[config.mk]
export PLATFORM = sky130hd
export DESIGN_NAME = sorted_insert_table
export DESIGN_NICKNAME = d
export VERILOG_FILES = /design/src/rtl/sit_pkg.sv /design/src/rtl/sorted_insert_table.sv /design/src/rtl/sit_dpath.sv /design/src/rtl/sit_ctrl.sv
export SDC_FILE = /design/constraint.sdc
export NUM_CORES = 2
export LEC_CHECK = 0
export BUFFER_PORTS_ARGS = -buffer_cell sky130_fd_sc_hd__clkbuf_2
export CAP_MARGIN = 20
export CORE_MARGIN = 1.5
export CORE_UTILIZATION = 25
export DETAILED_ROUTE_END_ITERATION = 8
export MAX_ROUTING_LAYER = met4
export SLEW_MARGIN = 20
export SYNTH_ARGS = -nofsm -noshare
export SYNTH_HDL_FRONTEND = slang
export SYNTH_HIERARCHICAL = 1
export SYNTH_SLANG_ARGS = --single-unit
[constraint.sdc]
create_clock -name clock -period 7 [get_ports clock]
set_input_delay 0.35 -clock clock [delete_from_list [all_inputs] [get_ports clock]]
set_output_delay 0.35 -clock clock [all_outputs]
set_load 0.02 [all_outputs]
[src/rtl/sit_pkg.sv]
// Shared types and constants for the sorted insert table.
// No dependencies; imported by every module of the block.
package sit_pkg;

   localparam int DATA_W = 32;
   localparam int POS_W  = 6;
   localparam int FILL_W = 7;

   typedef enum logic {
      OP_INSERT = 1'b0,
      OP_DUMP   = 1'b1
   } op_type;

   typedef struct packed {
      op_type                   op;
      logic signed [DATA_W-1:0] value;
   } req_type;

   typedef struct packed {
      logic signed [DATA_W-1:0] entry_value;
      logic [POS_W-1:0]         position;
      logic [FILL_W-1:0]        fill_count;
      logic                     dropped;
      logic                     last_of_run;
   } rsp_type;

   // controller -> datapath
   typedef struct packed {
      logic load_ins;
      logic load_dump;
      logic ins_rd;
      logic ins_shift;
      logic ins_place;
      logic dump_rd;
      logic dump_emit;
      logic drop_rsp;
      logic empty_rsp;
   } cmd_type;

   // datapath -> controller
   typedef struct packed {
      logic full;
      logic empty;
      logic slot_zero;
      logic entry_gt;
      logic dump_last;
   } status_type;

endpackage

[src/rtl/sorted_insert_table.sv]
// Sorted insert table: keeps up to CAPACITY signed 32-bit values in ascending order.
// A transaction is taken when start is high and busy is low. Insert (op 0) places the
// value after every entry less than or equal to it, so equal values keep arrival
// order; one result gives the value, its position and the new fill count. Insert on
// a full table drops the value with dropped set. Dump (op 1) emits every entry in
// order, last_of_run on the final one; an empty table gives a single all-zero result
// with last_of_run set. Results appear on rsp_item for exactly one cycle, marked by
// rsp_strobe, and cannot be held off: the receiver must take them as they come.
// Storage: entries live in a memory with one access per cycle and registered read, so
// an insert walks down from the top, reading and then shifting each entry it moves,
// and a dump reads and then emits each entry in turn; busy stays high until the walk
// or dump is through, so no new transaction is taken meanwhile. A dropped insert or
// an empty dump never raises busy. Each result is registered, appearing in the cycle
// after the step that forms it. The table starts empty after reset with no clearing
// pass; depends on sit_pkg, sit_ctrl and sit_dpath.
module sorted_insert_table #(
   parameter int CAPACITY = 64
) (
   input  logic             clock,
   input  logic             reset,
   input  logic             start,
   output logic             busy,
   input  sit_pkg::req_type req_item,
   output logic             rsp_strobe,
   output sit_pkg::rsp_type rsp_item
);
   import sit_pkg::*;

   cmd_type    cmd;
   status_type status;

   // sequencer: decides each step of the insert walk or dump
   sit_ctrl u_ctrl (
      .clock  (clock),
      .reset  (reset),
      .start  (start),
      .req_op (req_item.op),
      .status (status),
      .cmd    (cmd),
      .busy   (busy)
   );

   // storage, compare and result register
   sit_dpath #(
      .CAPACITY (CAPACITY)
   ) u_dpath (
      .clock      (clock),
      .reset      (reset),
      .req_item   (req_item),
      .cmd        (cmd),
      .status     (status),
      .rsp_strobe (rsp_strobe),
      .rsp_item   (rsp_item)
   );

endmodule

[src/rtl/sit_dpath.sv]
// Datapath of the sorted insert table: entry memory, fill count, pointer, result register.
// Depends on sit_pkg; driven by sit_ctrl commands.
module sit_dpath #(
   parameter int CAPACITY = 64
) (
   input  logic                clock,
   input  logic                reset,
   input  sit_pkg::req_type    req_item,
   input  sit_pkg::cmd_type    cmd,
   output sit_pkg::status_type status,
   output logic                rsp_strobe,
   output sit_pkg::rsp_type    rsp_item
);
   import sit_pkg::*;

   localparam int IDX_W = $clog2(CAPACITY);
   localparam int CNT_W = $clog2(CAPACITY + 1);
   localparam logic [CNT_W-1:0] CAP_CNT = CNT_W'(CAPACITY);
   localparam logic [CNT_W-1:0] ONE_CNT = CNT_W'(1);

   logic [DATA_W-1:0] mem [CAPACITY];

   logic [CNT_W-1:0]         count_ff, count_in;
   logic [CNT_W-1:0]         ptr_ff, ptr_in;
   logic signed [DATA_W-1:0] value_ff, value_in;
   logic [DATA_W-1:0]        rd_data_ff;
   rsp_type                  rsp_ff, rsp_in;
   logic                     strobe_ff, strobe_in;

   logic                     wr_en, rd_en;
   logic [CNT_W-1:0]         rd_ptr;
   logic [DATA_W-1:0]        wr_data;

   assign wr_en   = cmd.ins_shift || cmd.ins_place;
   assign wr_data = cmd.ins_shift ? rd_data_ff : value_ff;
   assign rd_en   = cmd.ins_rd || cmd.dump_rd;
   assign rd_ptr  = cmd.ins_rd ? (ptr_ff - ONE_CNT) : ptr_ff;

   // single-port style store, registered read
   always_ff @(posedge clock) begin
      if (wr_en) begin
         mem[ptr_ff[IDX_W-1:0]] <= wr_data;
      end
      if (rd_en) begin
         rd_data_ff <= mem[rd_ptr[IDX_W-1:0]];
      end
   end

   always_comb begin
      count_in  = count_ff;
      ptr_in    = ptr_ff;
      value_in  = value_ff;
      rsp_in    = rsp_ff;
      strobe_in = 1'b0;
      priority if (cmd.load_ins) begin
         value_in = req_item.value;
         ptr_in   = count_ff;
      end else if (cmd.load_dump) begin
         ptr_in = '0;
      end else if (cmd.ins_shift) begin
         ptr_in = ptr_ff - ONE_CNT;
      end else if (cmd.ins_place) begin
         count_in           = count_ff + ONE_CNT;
         strobe_in          = 1'b1;
         rsp_in.entry_value = value_ff;
         rsp_in.position    = POS_W'(ptr_ff[IDX_W-1:0]);
         rsp_in.fill_count  = FILL_W'(count_ff + ONE_CNT);
         rsp_in.dropped     = 1'b0;
         rsp_in.last_of_run = 1'b1;
      end else if (cmd.dump_emit) begin
         ptr_in             = ptr_ff + ONE_CNT;
         strobe_in          = 1'b1;
         rsp_in.entry_value = rd_data_ff;
         rsp_in.position    = POS_W'(ptr_ff[IDX_W-1:0]);
         rsp_in.fill_count  = FILL_W'(count_ff);
         rsp_in.dropped     = 1'b0;
         rsp_in.last_of_run = status.dump_last;
      end else if (cmd.drop_rsp) begin
         strobe_in          = 1'b1;
         rsp_in.entry_value = req_item.value;
         rsp_in.position    = '0;
         rsp_in.fill_count  = FILL_W'(count_ff);
         rsp_in.dropped     = 1'b1;
         rsp_in.last_of_run = 1'b1;
      end else if (cmd.empty_rsp) begin
         strobe_in          = 1'b1;
         rsp_in.entry_value = '0;
         rsp_in.position    = '0;
         rsp_in.fill_count  = '0;
         rsp_in.dropped     = 1'b0;
         rsp_in.last_of_run = 1'b1;
      end else begin
         strobe_in = 1'b0;
      end
   end

   always_ff @(posedge clock) begin
      if (reset) begin
         count_ff  <= '0;
         strobe_ff <= 1'b0;
      end else begin
         count_ff  <= count_in;
         strobe_ff <= strobe_in;
      end
      ptr_ff   <= ptr_in;
      value_ff <= value_in;
      rsp_ff   <= rsp_in;
   end

   assign status.full      = (count_ff == CAP_CNT);
   assign status.empty     = (count_ff == '0);
   assign status.slot_zero = (ptr_ff == '0);
   assign status.entry_gt  = ($signed(rd_data_ff) > value_ff);
   assign status.dump_last = ((ptr_ff + ONE_CNT) == count_ff);

   assign rsp_strobe = strobe_ff;
   assign rsp_item   = rsp_ff;

endmodule

[src/rtl/sit_ctrl.sv]
// Controller of the sorted insert table: sequences insert walks and dumps.
// Depends on sit_pkg; drives sit_dpath through cmd_type.
module sit_ctrl (
   input  logic                clock,
   input  logic                reset,
   input  logic                start,
   input  sit_pkg::op_type     req_op,
   input  sit_pkg::status_type status,
   output sit_pkg::cmd_type    cmd,
   output logic                busy
);
   import sit_pkg::*;

   typedef enum logic [4:0] {
      S_IDLE     = 5'b00001,
      S_INS_RD   = 5'b00010,
      S_INS_CMP  = 5'b00100,
      S_DUMP_RD  = 5'b01000,
      S_DUMP_OUT = 5'b10000
   } state_type;

   state_type state_ff, state_in;

   always_comb begin
      state_in = state_ff;
      cmd      = '0;
      unique case (state_ff)
         S_IDLE: begin
            if (start) begin
               if (req_op == OP_INSERT) begin
                  if (status.full) begin
                     cmd.drop_rsp = 1'b1;
                  end else begin
                     cmd.load_ins = 1'b1;
                     state_in     = S_INS_RD;
                  end
               end else begin
                  if (status.empty) begin
                     cmd.empty_rsp = 1'b1;
                  end else begin
                     cmd.load_dump = 1'b1;
                     state_in      = S_DUMP_RD;
                  end
               end
            end
         end
         S_INS_RD: begin
            if (status.slot_zero) begin
               cmd.ins_place = 1'b1;
               state_in      = S_IDLE;
            end else begin
               cmd.ins_rd = 1'b1;
               state_in   = S_INS_CMP;
            end
         end
         S_INS_CMP: begin
            if (status.entry_gt) begin
               cmd.ins_shift = 1'b1;
               state_in      = S_INS_RD;
            end else begin
               cmd.ins_place = 1'b1;
               state_in      = S_IDLE;
            end
         end
         S_DUMP_RD: begin
            cmd.dump_rd = 1'b1;
            state_in    = S_DUMP_OUT;
         end
         S_DUMP_OUT: begin
            cmd.dump_emit = 1'b1;
            state_in      = status.dump_last ? S_IDLE : S_DUMP_RD;
         end
         default: begin
            state_in = S_IDLE;
         end
      endcase
   end

   always_ff @(posedge clock) begin
      if (reset) begin
         state_ff <= S_IDLE;
      end else begin
         state_ff <= state_in;
      end
   end

   assign busy = (state_ff != S_IDLE);

endmodule

==> impl_metrics.json <==
{
  "routed-via-count": 68900,
  "yosysMostFrequentCell": "edfxtp_1",
  "crit_required_ps": 7630,
  "netlist_area_sq_mm": 0.102,
  "drv_slew": 0,
  "rsz0062_at_grt": "no",
  "cts-root-buf": "clkbuf_16",
  "worstSetupEndpointType": "register",
  "grt_first_pass_wirelength_microns": 469000,
  "path_class": "register to register",
  "regArea_sq_mm": 0.0653,
  "numCtsBuffers": 225,
  "maxCapViolCount": 0,
  "worstSetupStartpointType": "register",
  "clk_pin_slew_ps": 60,
  "finalSetupViolCount": 0,
  "synth_edf_count": 2166,
  "powerDensity_mw_per_mm2": 261,
  "yosys.area.top_type_share": 0.636,
  "grt_max_degree": 164,
  "synth_top_area_cell": "edfxtp_1",
  "ant_nets": 0,
  "synthTopCellsByArea": "edfxtp_1 (64%), mux2i_1 (8.6%), mux2_2 (5.2%), o221ai_1 (4.1%), a22oi_1 (2.8%)",
  "worstMarginPinSlew_ps": 1220,
  "async_flop_share": 0,
  "overflow": 0,
  "status": "finished clean",
  "clock_sinks": 2179,
  "areaGrowthSynthToFinish_pct": 15.0,
  "drt_iter0_drc": 8712,
  "yosys_warnings": 6,
  "wl_microns": 329000,
  "drt-wirelength-per-cell_microns": 26.3,
  "cts_tree": "done",
  "leakage_nw": 37.5,
  "post-route-period-util": 0.929,
  "io_buffers": 84,
  "coreArea_sq_mm": 0.407,
  "ioPinCount": 85,
  "hp-class": "primary input to register",
  "num_rows": 234,
  "final_nets": 6963,
  "syn_area_per_cell_sq_um": 14.9,
  "antenna_found_initial": 32,
  "multi_input_area_sq_mm": 0.0346,
  "clock_latency_ps": 870,
  "syn_inst": 6881,
  "routabilityCongestion": 0.867,
  "critPathMaxFanout": 74,
  "slew_headroom": 0.184,
  "ys_ff_latch": 2179,
  "crit_arrival_ps": 7130,
  "dieHeight_microns": 643,
  "die_w_microns": 643,
  "ys_types": 78,
  "max_freq_mhz": 154,
  "htreeDepth": 4,
  "vdd_drop_max_v": 0.000263,
  "synth_ff_type": "edfxtp_1",
  "drtPass1Iterations": 7,
  "finalCriticalPeriod_ps": 6500,
  "syn_nets": 6954,
  "tns_ps": 0,
  "synth_seq_area_share": 0.638,
  "clock-skew-final_ps": 52.6,
  "clock_path_buffers": 3,
  "drc": 0,
  "first_global_vias": 67700,
  "total_power_mw": 30.7,
  "die_area_sq_mm": 0.413,
  "grt_use_total": 0.156,
  "hpwl_microns": 193000,
  "fillers": 40400,
  "initial_core_util": 0.251,
  "viasPerCell": 5.50,
  "yosys-top-cells-count": "edfxtp_1 (2166), mux2i_1 (876), o221ai_1 (475)",
  "hold_violations": 0,
  "drive_gt1_frac": 0.193
}
final timing paths:
path	to	slack [ps]	from	depth (start not counted)
min reg2reg	u_ctrl/state_ff[4]$_SDFFE_PP0P_	580	u_ctrl/state_ff[3]$_SDFFE_PP0P_	2
max reg2reg	u_dpath/rd_data_ff[26]$_DFFE_PP_	500	u_dpath/ptr_ff[4]$_DFFE_PP_	12
max	u_dpath/rd_data_ff[26]$_DFFE_PP_	500	u_dpath/ptr_ff[4]$_DFFE_PP_	12
min	u_dpath/value_ff[27]$_DFFE_PP_	240	req_item[27]	2
critical path: stages (launching register included):
cell and delay, ps:
edfxtp_1 680, or3_1 700, nor4b_1 230, nor3_2 660
buf_4 490, or2_4 890, buf_12 410, buf_4 370
o221ai_1 170, o21a_1 160, o311ai_0 420, o211ai_1 540
nand4_1 460
final cells by class:
type	count	area share
clock buffers	283	0.0504
repair buffers	427	0.0319
well taps	5428	0.0577
clock inverters	133	0.00959
flip-flops and latches	2179	0.555
diodes	13	0.000276
inverters	42	0.00140
multi-input cells	4015	0.294
placed cells by master (no fill, tap or decap), drive strengths merged, types with 11 or more instances in the layout:
master and n:
a31o 52, nand3 66, o311ai 52, bufinv 17
clkbuf 367, or3 66, nor2 98, inv 50
a31oi 12, a221oi 46, dfxtp 13, nor2b 11
a21o 11, mux2i 876, and3 64, o21a 55
a211o 52, o211ai 72, nand4 43, diode 13
o221ai 475, o22ai 380, clkinv 104, a311oi 108
dlygate4sd3 36, ha 37, buf 307, a22oi 387
mux4 28, a211oi 105, edfxtp 2166, nor3 14
o21ai 149, xnor2 20, nand2 119, a21oi 65
mux2 474
metal layers:
metal	vias to the layer above	track usage	routed length (microns)
met1	35600	0.195	131000
li1	28900	-	-
met3	730	0.0309	30400
met5	-	-	0
met2	3589	0.247	152000
met4	0	0.0681	15600
sequential cells by signal (all words and copies together), names as in the netlist:
register and cells:
u_dpath/count_ff 7, u_ctrl/state_ff 5, u_dpath/value_ff 32, u_dpath/ptr_ff 7, u_dpath/rsp_item 47, u_dpath/rsp_strobe 1, u_dpath/mem 2048, u_dpath/rd_data_ff 32
repair_timing:
action | 4_1_cts | 5_1_grt
hold buffers | 36 | 0
hold endpoints to repair | 65 | 0
setup endpoints to repair | 0 | 0
setup buffers | 0 | 0
gates resized for setup | 0 | 0
cells by family (layout without fill, tap and decap cells):
family / count (synthesis) / in the layout / share of synthesized area
AOI/OAI and AO/OA: 2053 / 2053 / 0.151
muxes: 1378 / 1378 / 0.144
adders and majority gates: 37 / 37 / 0.00452
xor gates and xnor gates: 29 / 29 / 0.00270
and+or+nand+nor: 518 / 518 / 0.0263
buffers and inverters: 687 / 885 / 0.0336
DFF: 2179 / 2179 / 0.638
other: 0 / 13 / 0
stage by stage:
step	cells	instance area [sq um]	utilization	hold slack, ps	setup slack [ps]
floorplan	6881	102000	-	427	498
global placement	12000	110000	0.270	526	821
detailed placement	12000	110000	0.270	548	690
CTS	12500	117000	0.289	183	649
global route	12500	118000	0.289	217	488
finish	12500	118000	0.289	236	499
power breakdown:
part           internal [mW]  switching (mW)
clock                   6.59            5.10
sequential              14.5          0.0463
combinational           1.52            2.89
Note: power is estimated with default switching activity, not from simulation.
